**src/design/pstbl_pkg.sv**
```systemverilog
package pstbl_pkg;

   // Result status codes carried on the response channel.
   typedef enum logic [1:0] {
      STATUS_OK      = 2'd0,
      STATUS_CAP     = 2'd1,
      STATUS_RATE    = 2'd2,
      STATUS_IGNORED = 2'd3
   } status_type;

   // Request kinds.
   localparam logic REQ_ACQUIRE = 1'b0;
   localparam logic REQ_RELEASE = 1'b1;

   // Register indexes; register i lies at byte address 4*i.
   localparam int  CSR_ADDR_W = 4;
   localparam logic [1:0] REG_REFILL_RATE     = 2'd0;
   localparam logic [1:0] REG_BUCKET_CAPACITY = 2'd1;
   localparam logic [1:0] REG_MAX_IN_FLIGHT   = 2'd2;

   // Register reset values.
   localparam logic [15:0] REFILL_RATE_RESET     = 16'd6554;
   localparam logic [7:0]  BUCKET_CAPACITY_RESET = 8'd100;
   localparam logic [7:0]  MAX_IN_FLIGHT_RESET   = 8'd8;

   // Rate register fraction bits and the width of elapsed time times rate.
   localparam int RATE_FRAC = 16;
   localparam int PROD_W    = 48;

endpackage

```
**src/design/per_source_token_bucket_limiter.sv**
```systemverilog
// Per-source token bucket limiter with a cap on requests in flight. Each request beat
// names a source and carries the current time in milliseconds; an acquire refills
// the source's bucket by elapsed time times refill_rate (saturating at
// bucket_capacity whole tokens) and is granted if the source is below max_in_flight
// and holds at least one token, while a release frees one in-flight slot. A request
// beat is taken into the input register and its response is then loaded into the
// result register, so one beat is taken every cycle while the response side keeps
// up; a stalled response holds the input once both registers are full. The rate is
// set by the read-modify-write of the per-source register table, with one 32 by 16
// bit multiply for the refill. Table entries are marked unused at reset, so no
// clearing pass is needed. Configuration is to be written through the APB-style
// port only while the block is idle; the block itself does not enforce this.
module per_source_token_bucket_limiter
   import pstbl_pkg::*;
#(
   parameter int NUM_SOURCES = 16,
   parameter int TIME_BITS   = 32,
   parameter int FRAC_BITS   = 16
) (
   input  logic                  clock,
   input  logic                  reset,
   // Request channel
   input  logic                  req_valid,
   output logic                  req_stall,
   input  logic                  req_type,
   input  logic [3:0]            req_source_id,
   input  logic [31:0]           req_now_time,
   // Response channel
   output logic                  rsp_valid,
   input  logic                  rsp_stall,
   output logic                  rsp_granted,
   output logic [1:0]            rsp_status,
   output logic [7:0]            rsp_in_flight_now,
   output logic [7:0]            rsp_tokens_whole,
   // Configuration port
   input  logic                  psel,
   input  logic                  penable,
   input  logic                  pwrite,
   input  logic [CSR_ADDR_W-1:0] paddr,
   input  logic [31:0]           pwdata,
   output logic [31:0]           prdata,
   output logic                  pready
);

   localparam int IDX_W   = (NUM_SOURCES > 1) ? $clog2(NUM_SOURCES) : 1;
   localparam int LEVEL_W = 8 + FRAC_BITS;
   localparam int SH_L    = (FRAC_BITS > RATE_FRAC) ? FRAC_BITS - RATE_FRAC : 0;
   localparam int SH_R    = (FRAC_BITS < RATE_FRAC) ? RATE_FRAC - FRAC_BITS : 0;
   localparam int ADD_W   = PROD_W + SH_L;
   localparam int SUM_W   = ADD_W + 1;

   // Configuration registers.
   logic [15:0] refill_rate_ff;
   logic [7:0]  bucket_capacity_ff;
   logic [7:0]  max_in_flight_ff;
   logic        csr_write;

   assign pready    = 1'b1;
   assign csr_write = psel && penable && pwrite;

   always_ff @(posedge clock) begin
      if (reset) begin
         refill_rate_ff     <= REFILL_RATE_RESET;
         bucket_capacity_ff <= BUCKET_CAPACITY_RESET;
         max_in_flight_ff   <= MAX_IN_FLIGHT_RESET;
      end else if (csr_write) begin
         unique case (paddr[3:2])
            REG_REFILL_RATE:     refill_rate_ff     <= pwdata[15:0];
            REG_BUCKET_CAPACITY: bucket_capacity_ff <= pwdata[7:0];
            REG_MAX_IN_FLIGHT:   max_in_flight_ff   <= pwdata[7:0];
            default: ;
         endcase
      end
   end

   // Register read-back.
   always_comb begin
      unique case (paddr[3:2])
         REG_REFILL_RATE:     prdata = {16'd0, refill_rate_ff};
         REG_BUCKET_CAPACITY: prdata = {24'd0, bucket_capacity_ff};
         REG_MAX_IN_FLIGHT:   prdata = {24'd0, max_in_flight_ff};
         default:             prdata = 32'd0;
      endcase
   end

   // Pipeline control: the input register moves on whenever the result register is
   // free or being emptied this cycle.
   logic s1_valid_ff, s1_valid_in;
   logic rsp_valid_ff, rsp_valid_in;
   logic s2_load, advance, s1_load;

   assign s2_load   = !rsp_valid_ff || !rsp_stall;
   assign advance   = s1_valid_ff && s2_load;
   assign req_stall = s1_valid_ff && !s2_load;
   assign s1_load   = req_valid && !req_stall;

   always_comb begin
      if (s1_load) begin
         s1_valid_in = 1'b1;
      end else if (advance) begin
         s1_valid_in = 1'b0;
      end else begin
         s1_valid_in = s1_valid_ff;
      end
      rsp_valid_in = s2_load ? advance : 1'b1;
   end

   always_ff @(posedge clock) begin
      if (reset) begin
         s1_valid_ff  <= 1'b0;
         rsp_valid_ff <= 1'b0;
      end else begin
         s1_valid_ff  <= s1_valid_in;
         rsp_valid_ff <= rsp_valid_in;
      end
   end

   // Input register.
   logic                 s1_type_ff;
   logic [3:0]           s1_src_ff;
   logic [TIME_BITS-1:0] s1_now_ff;

   always_ff @(posedge clock) begin
      if (s1_load) begin
         s1_type_ff <= req_type;
         s1_src_ff  <= req_source_id;
         s1_now_ff  <= TIME_BITS'(req_now_time);
      end
   end

   // Per-source table held in flip-flops.
   logic                 valid_ff    [NUM_SOURCES];
   logic [LEVEL_W-1:0]   level_ff    [NUM_SOURCES];
   logic [TIME_BITS-1:0] last_ff     [NUM_SOURCES];
   logic [7:0]           inflight_ff [NUM_SOURCES];

   logic [IDX_W-1:0]     idx;
   logic                 in_range;
   logic                 ent_valid;
   logic [LEVEL_W-1:0]   ent_level;
   logic [TIME_BITS-1:0] ent_last;
   logic [7:0]           ent_inflight;

   assign idx          = IDX_W'(s1_src_ff);
   assign in_range     = {5'd0, s1_src_ff} < 9'(NUM_SOURCES);
   assign ent_valid    = valid_ff[idx];
   assign ent_level    = level_ff[idx];
   assign ent_last     = last_ff[idx];
   assign ent_inflight = inflight_ff[idx];

   // Refill: an unused entry starts full at the current time with nothing in flight.
   logic [LEVEL_W-1:0]   cap_level;
   logic [LEVEL_W-1:0]   one_token;
   logic [LEVEL_W-1:0]   base_level;
   logic [TIME_BITS-1:0] base_last;
   logic [7:0]           base_inflight;
   logic [TIME_BITS-1:0] elapsed;
   logic                 elapsed_big;
   logic [PROD_W-1:0]    prod;
   logic [ADD_W-1:0]     add_scaled;
   logic [SUM_W-1:0]     add;
   logic [SUM_W-1:0]     sum;
   logic [LEVEL_W-1:0]   refilled;

   assign cap_level     = {bucket_capacity_ff, FRAC_BITS'(0)};
   assign one_token     = LEVEL_W'(1) << FRAC_BITS;
   assign base_level    = ent_valid ? ent_level : cap_level;
   assign base_last     = ent_valid ? ent_last : s1_now_ff;
   assign base_inflight = ent_valid ? ent_inflight : 8'd0;
   assign elapsed       = s1_now_ff - base_last;
   assign elapsed_big   = (TIME_BITS > 32) ? |(64'(elapsed) >> 32) : 1'b0;
   assign prod          = PROD_W'(32'(elapsed)) * PROD_W'(refill_rate_ff);
   assign add_scaled    = (ADD_W'(prod) << SH_L) >> SH_R;

   always_comb begin
      if (refill_rate_ff == 16'd0) begin
         add = '0;
      end else if (elapsed_big) begin
         add = SUM_W'(cap_level);
      end else begin
         add = SUM_W'(add_scaled);
      end
      sum = SUM_W'(base_level) + add;
      if (add >= SUM_W'(cap_level) || sum >= SUM_W'(cap_level)) begin
         refilled = cap_level;
      end else begin
         refilled = sum[LEVEL_W-1:0];
      end
   end

   // Decision and the new entry contents.
   logic               granted_in;
   status_type         status_in;
   logic [7:0]         inflight_in;
   logic [7:0]         whole_in;
   logic               ent_write;
   logic [LEVEL_W-1:0] level_in;

   always_comb begin
      granted_in  = 1'b0;
      status_in   = STATUS_IGNORED;
      inflight_in = 8'd0;
      level_in    = refilled;
      ent_write   = 1'b0;
      if (!in_range) begin
         status_in = (s1_type_ff == REQ_RELEASE) ? STATUS_IGNORED : STATUS_RATE;
         level_in  = '0;
      end else if (s1_type_ff == REQ_RELEASE) begin
         level_in = ent_level;
         if (!ent_valid) begin
            status_in = STATUS_IGNORED;
            level_in  = '0;
         end else if (ent_inflight != 8'd0) begin
            status_in   = STATUS_OK;
            inflight_in = ent_inflight - 8'd1;
            ent_write   = 1'b1;
         end else begin
            status_in   = STATUS_IGNORED;
            inflight_in = ent_inflight;
         end
      end else begin
         ent_write   = 1'b1;
         inflight_in = base_inflight;
         if (base_inflight >= max_in_flight_ff) begin
            status_in = STATUS_CAP;
         end else if (refilled < one_token) begin
            status_in = STATUS_RATE;
         end else begin
            status_in   = STATUS_OK;
            granted_in  = 1'b1;
            level_in    = refilled - one_token;
            inflight_in = base_inflight + 8'd1;
         end
      end
      whole_in = level_in[LEVEL_W-1:FRAC_BITS];
   end

   // Table update, at the cycle the beat leaves the input register.
   always_ff @(posedge clock) begin
      if (reset) begin
         for (int i = 0; i < NUM_SOURCES; i++) begin
            valid_ff[i] <= 1'b0;
         end
      end else if (advance && ent_write) begin
         valid_ff[idx] <= 1'b1;
      end
   end

   always_ff @(posedge clock) begin
      if (advance && ent_write) begin
         level_ff[idx]    <= level_in;
         last_ff[idx]     <= (s1_type_ff == REQ_RELEASE) ? ent_last : s1_now_ff;
         inflight_ff[idx] <= inflight_in;
      end
   end

   // Result register.
   logic       granted_ff;
   status_type status_ff;
   logic [7:0] inflight_now_ff;
   logic [7:0] whole_ff;

   always_ff @(posedge clock) begin
      if (advance) begin
         granted_ff      <= granted_in;
         status_ff       <= status_in;
         inflight_now_ff <= inflight_in;
         whole_ff        <= whole_in;
      end
   end

   assign rsp_valid         = rsp_valid_ff;
   assign rsp_granted       = granted_ff;
   assign rsp_status        = status_ff;
   assign rsp_in_flight_now = inflight_now_ff;
   assign rsp_tokens_whole  = whole_ff;

endmodule

```
**config.mk**
```make
export PLATFORM = sky130hd
export DESIGN_NAME = per_source_token_bucket_limiter
export DESIGN_NICKNAME = d
export VERILOG_FILES = /design/src/design/pstbl_pkg.sv /design/src/design/per_source_token_bucket_limiter.sv
export SDC_FILE = /design/constraint.sdc
export NUM_CORES = 2
export LEC_CHECK = 0
export BUFFER_PORTS_ARGS = -buffer_cell sky130_fd_sc_hd__buf_4
export CAP_MARGIN = 20
export CORE_MARGIN = 3
export CORE_UTILIZATION = 60
export DETAILED_ROUTE_END_ITERATION = 10
export MAX_ROUTING_LAYER = met4
export PLACE_DENSITY = 0.81
export SLEW_MARGIN = 20
export SYNTH_ARGS = -nofsm -noshare
export SYNTH_HDL_FRONTEND = slang
export SYNTH_SLANG_ARGS = --single-unit
```
**constraint.sdc**
```tcl
create_clock -name clock -period 33.1 [get_ports clock]
set_clock_uncertainty 0.15 [all_clocks]
set_input_delay 6.62 -clock clock [delete_from_list [all_inputs] [get_ports clock]]
set_output_delay 6.62 -clock clock [all_outputs]
set_load 0.1 [all_outputs]
```
; Yosys cells after proc, flatten, opt, wreduce, memory -nomap -nowiden
; Memories as Yosys holds them, arrays and structs flattened. A register that Yosys moved wholly into a read port is not among the register bits.
; Index checks and enable logic that the tools add are counted.
[word_totals]
ff_bits = 90
ramBits = 1040
in_bits = 80
out_inout_bits = 54
elab_cells = 90
memories = 4
[mem_list]
columns = name, words, width, rd, rd_clocked_by_memory_dff, write_ports, line_no
row1 = last_ff, 16, 32, 1, 1, 1, per_source_token_bucket_limiter.sv:134  ; logic [TIME_BITS-1:0] last_ff [NUM_SOURCES];
row2 = level_ff, 16, 24, 1, 1, 1, per_source_token_bucket_limiter.sv:133  ; logic [LEVEL_W-1:0] level_ff [NUM_SOURCES];
row3 = inflight_ff, 16, 8, 1, 1, 1, per_source_token_bucket_limiter.sv:135  ; logic [7:0] inflight_ff [NUM_SOURCES];
row4 = valid_ff, 16, 1, 1, 1, 16, per_source_token_bucket_limiter.sv:132  ; logic valid_ff [NUM_SOURCES];
[op_classes]
n_addsub = 5
n_mul = 1
n_lt_le_gt_ge = 4
n_eq_ne = 2
muxes = 41
reduce_logical = 21
[ops]
columns = cell, count
row1 = 24-bit 2-to-1 mux, 6
row2 = 49-bit by 24-bit greater-or-equal comparator with 1-bit output, 2
row3 = 32-bit 2-to-1 mux, 2
row4 = 24-bit by 49-bit adder with 49-bit output, 1
row5 = 32-bit by 16-bit multiplier with 48-bit output, 1
row6 = 48-bit 2-to-1 mux, 1
row7 = 8-bit 2-to-1 mux, 6
row8 = 16-bit one-hot mux with 3 select lines, 1
row9 = 32-bit subtractor, 1
row10 = 24-bit by 17-bit less-than comparator with 1-bit output (second input constant), 1
row11 = 24-bit by 17-bit subtractor with 24-bit output (second input constant), 1
row12 = 4-bit 2-to-1 mux, 5
row13 = 16-bit zero test, 1
row14 = 1-bit 2-to-1 mux, 15
row15 = 2-bit 2-to-1 mux, 5
row16 = 8-bit by 1-bit adder with 8-bit output (second input constant), 1
row17 = 8-bit greater-or-equal comparator, 1
row18 = 8-bit nonzero test, 1
row19 = 8-bit by 1-bit subtractor with 8-bit output (second input constant), 1
row20 = 1-bit logical AND, 6
row21 = 2-bit AND reduction, 3
row22 = 1-bit zero test, 4
row23 = 2-bit by 1-bit equality test with 1-bit output (second input constant), 1
row24 = 2-bit equality test (second input constant), 1
row25 = 5 further kinds, 6

; Depth between registers and ports, before layout
[logic_depth]
ltp_word = 12
ltp_mapped = 69
depth_no_buf = 61

; Worst setup path after synthesis
; OpenSTA, ideal clock, no wires.
[synth_path]
kind = reg2reg
start = register with a tool-made name
end = memory inflight_ff[0][4], data pin
setup_time_ns = 0.431
arrival_time_ns = 15.969
t_required_ns = 32.519
path_slack_ns = 16.549
path_stages_with_launch = 66
n_path_buf = 8
period_less_slack_ns = 16.551
path_cell_list = dfxtp_1 > buf_2 > buf_2 > buf_2 > buf_2 > buf_1 > buf_2 > mux4_2 > mux4_2 > nand2_1 > o21ai_0 > ha_1 > fa_1 > nor2b_1 > o21ai_0 > a21boi_0 > o21ai_0 > a21oi_1 > [30 not listed] > a21oi_1 > xor2_1 > inv_1 > ha_1 > nand4_1 > nor4_1 > nand4_1 > or4_1 > nor4_2 > a221o_2 > o21ai_4 > nand2_4 > mux2i_1 > ha_1 > inv_1 > a211oi_4 > nor3_2 > o311ai_0
[synth_rtl]
columns = item, line_no
row1 = "end, declared", per_source_token_bucket_limiter.sv:135

==> implementation parameters <==
Parameter                              Value

Outcome
  Outcome    complete, no violations

Detailed routing
  Number of DRC violations after detailed-routing iteration 0    4,487
  Post-detailed-route count of antenna-violating nets    0
  Routed wl met2    between 80,000 and 90,000 um
  Drt via density    6.49
  Met1 layer wirelength in the final routing    58,000 um
  Post-Route WL    167,000 um
  DR pass1 iterations    5
  Vias after detailed routing    around 39,000
  Total met3 wirelength after detailed routing    between 15,000 and 20,000 um
  Detailed-route DRC error count    0
  Top layer used by detailed routing    met4
  Routed wire per std cell    27.8 um

Logic synthesis
  Top flip-flop cell by instance count after synthesis    sky130_fd_sc_hd__edfxtp_1
  Distinct cell type count after synthesis    95
  Yosys warning count    0
  Share of Yosys cell area claimed by the top area cell type    0.504
  Number of flip-flops and latches in the synthesized netlist    around 1,100
  Count of flip-flops with a built-in enable after synthesis    around 1,100
  Sequential element share of the synthesized area    0.521
  Syn avg cell area    14.4 um^2
  Gate count after technology mapping    ~4,500
  Cell taking the most area after synthesis    sky130_fd_sc_hd__edfxtp_1
  Biggest area contributors in the synthesized netlist    sky130_fd_sc_hd__edfxtp_1 (50%), sky130_fd_sc_hd__fa_1 (13%), sky130_fd_sc_hd__mux4_2 (11%)
  Netlist area before placement    about 0.064 mm^2
  Async set-or-reset flop fraction in the synthesized netlist    0

Placed design
  Placed instance count    5,834
  GPL Wtd Cong    between 0.9 and 1
  DP Wirelength    103,000 um
  Input/output buffers    between 90 and 100

Global routing
  Global-route wire length before repair    256,000 um
  Tot GR Track Use    0.316
  Pin count of the biggest net entering global routing    roughly 100
  Antenna violations before repair    8
  Via count of the first global-routing pass    between 40,000 and 50,000
  Overflow after GRT    0

CTS
  Root buf cell    sky130_fd_sc_hd__clkbuf_16
  Bufs on Longest Clock Path    3
  Clock latency reported for the late side of the worst-skew pair    between 0.6 and 0.7 ns
  Number of levels in the clock H-tree    3
  # hold bufs at CTS    0
  Resize count post-CTS    0
  Clock transition at path regs    about 0.070 ns
  Clock Sinks    about 1,100
  Cts bufs inserted    between 100 and 150
  CTS tree    done
  Setup repair bufs after CTS    0

Floorplanning
  Overall die area    between 0.1 and 0.15 mm^2
  Width of the die    between 300 and 400 um
  Number of top-level design ports    around 130
  Y dimension of the die    between 300 and 400 um
  Placeable Area    between 0.1 and 0.15 mm^2
  Initial standard-cell utilization of the core    0.608
  Number of rows in the core area    around 120

Timing
  Unrepaired setup endpoints after global routing    no
  Maximum clock frequency    52.3 MHz
  Pins over their slew limit    0
  Final setup violation count    0
  Final clock period utilization by the worst path    0.578
  Worst hold margin    0.351 ns
  Total Neg Setup Slack    0 ns
  Final Hold Violating Endpoints    0
  Slew margin rel.    0.220
  Minimum clock period after layout    19.13 ns
  Actual transition at the worst max-transition pin    roughly 1.2 ns

Critical path
  Element type at the critical path end    flip-flop
  Delay contributed by the slowest stage of the critical path    a little under 1 ns
  Critical-path top delay cell    sky130_fd_sc_hd__mux4_4
  Critical setup path kind    reg -> reg
  CP startpoint kind    flip-flop
  Critical Path AT    19.30 ns
  Cell repeated most along the worst path    sky130_fd_sc_hd__fa_1
  Data required time at the worst endpoint    around 33 ns
  Crit path max fanout    60

Final layout
  Commonest cells after routing, fill and taps aside    sky130_fd_sc_hd__edfxtp_1 (1,080), sky130_fd_sc_hd__inv_1 (487), sky130_fd_sc_hd__nand2_1 (438)
  Number of nets in the layout    between 5,000 and 6,000
  Number of cells in the finished layout apart from fillers    6,026
  Commonest non-fill, non-tap cell in the layout    sky130_fd_sc_hd__edfxtp_1
  Ratio of cells with drive above 1 in the final layout    0.170
  Post-synthesis to final-layout area growth    9.24%
  Number of filler cells placed in the layout    6,969

Hold path
  Path category of the worst min-delay check    reg -> reg

Flow run
  Number of maximum-capacitance constraint violations    0
[registers in the layout (all words and copies together), names as in the netlist, 2 cells and up, named ones only]
signal	count
level_ff	384
max_in_flight_ff	8
s1_now_ff	32
last_ff	512
rsp_status	2
refill_rate_ff	16
rsp_in_flight_now	8
idx	4
inflight_ff	128
bucket_capacity_ff	8
rsp_tokens_whole	8
valid_ff	16
[synthesized netlist by cell type (17+ instances only)]
library cell and n:
sky130_fd_sc_hd__a21o_1 32, sky130_fd_sc_hd__a21oi_1 102, sky130_fd_sc_hd__and2_1 235, sky130_fd_sc_hd__and3_1 19, sky130_fd_sc_hd__buf_1 28, sky130_fd_sc_hd__buf_4 17, sky130_fd_sc_hd__clkbuf_1 179, sky130_fd_sc_hd__dfxtp_1 54
sky130_fd_sc_hd__edfxtp_1 1080, sky130_fd_sc_hd__fa_1 420, sky130_fd_sc_hd__ha_1 204, sky130_fd_sc_hd__inv_1 488, sky130_fd_sc_hd__mux2_2 32, sky130_fd_sc_hd__mux2i_1 67, sky130_fd_sc_hd__mux4_2 325, sky130_fd_sc_hd__nand2_1 438
sky130_fd_sc_hd__nand2b_1 31, sky130_fd_sc_hd__nand3_1 36, sky130_fd_sc_hd__nand3b_1 22, sky130_fd_sc_hd__nand4_1 23, sky130_fd_sc_hd__nor2_1 139, sky130_fd_sc_hd__nor2b_1 40, sky130_fd_sc_hd__nor3_1 37, sky130_fd_sc_hd__o21ai_0 75
sky130_fd_sc_hd__xnor2_1 62, sky130_fd_sc_hd__xor2_1 39
[path summary, 6_finish.rpt]
path / startpoint / to / slack, ns / cells past startpoint
setup reg to reg: flip-flop / level_ff[2][18] / 13.97 / 61
hold reg to reg: s1_valid_ff / rsp_valid / 0.35 / 2
setup / recovery: flip-flop / level_ff[2][18] / 13.97 / 61
hold / removal: s1_valid_ff / rsp_valid / 0.35 / 2
[stage by stage]
| step | util | setup slack [ns] | area [um^2] |
|---|---|---|---|
| global route | 0.664 | 13.20 | 70300 |
| finish | 0.664 | 13.97 | 70300 |
| floorplan | - | 16.55 | 64400 |
| detailed placement | 0.632 | 14.64 | 66900 |
| CTS | 0.664 | 14.34 | 70300 |
| global placement | 0.632 | 14.87 | 66900 |
[cell families (layout without fill, tap and decap cells)]
family | Yosys count | count (layout) | share of synthesized area
DFF | 1134 | 1134 | 0.521
and+or+nand+nor | 1074 | 1074 | 0.0821
buffers and inverters | 725 | 883 | 0.0435
adders and majority gates | 624 | 624 | 0.170
muxes | 426 | 426 | 0.130
AOI/OAI and AO/OA | 372 | 372 | 0.0389
xor gates and xnor gates | 102 | 102 | 0.0140
other | 2 | 20 | 0.000117
[layout make-up]
type | instances | area [um^2] | share of cell area
Antenna cell | 3 | 7.51 | 0.000107
Clock buffer | 127 | 2700 | 0.0384
Clock inverter | 60 | 626 | 0.00890
Inverter | 488 | 1830 | 0.0261
Multi-Input combinational cell | 2615 | 28300 | 0.402
Sequential cell | 1134 | 33500 | 0.477
Tap cell | 1391 | 1740 | 0.0248
Timing Repair Buffer | 208 | 1610 | 0.0229
[critical path, delay by kind of cell, from the launching register on]
kind | cells | cell delay (ns)
buf+inv | 7 | 1.49
xor+xnor | 3 | 0.74
fa+ha+maj | 12 | 5.20
compound gates | 20 | 4.19
simple gates | 14 | 3.23
mux | 5 | 2.83
flops | 1 | 0.83
[per-layer routing]
metal,vias to the layer above,track usage
li1,16083,-
met1,19960,0.392
met2,2462,0.512
met3,625,0.0613
met4,0,0.141
met5,-,-
Power is not shown: default switching activity piles up to over one toggle a cycle in this logic, so the estimate is an artifact.
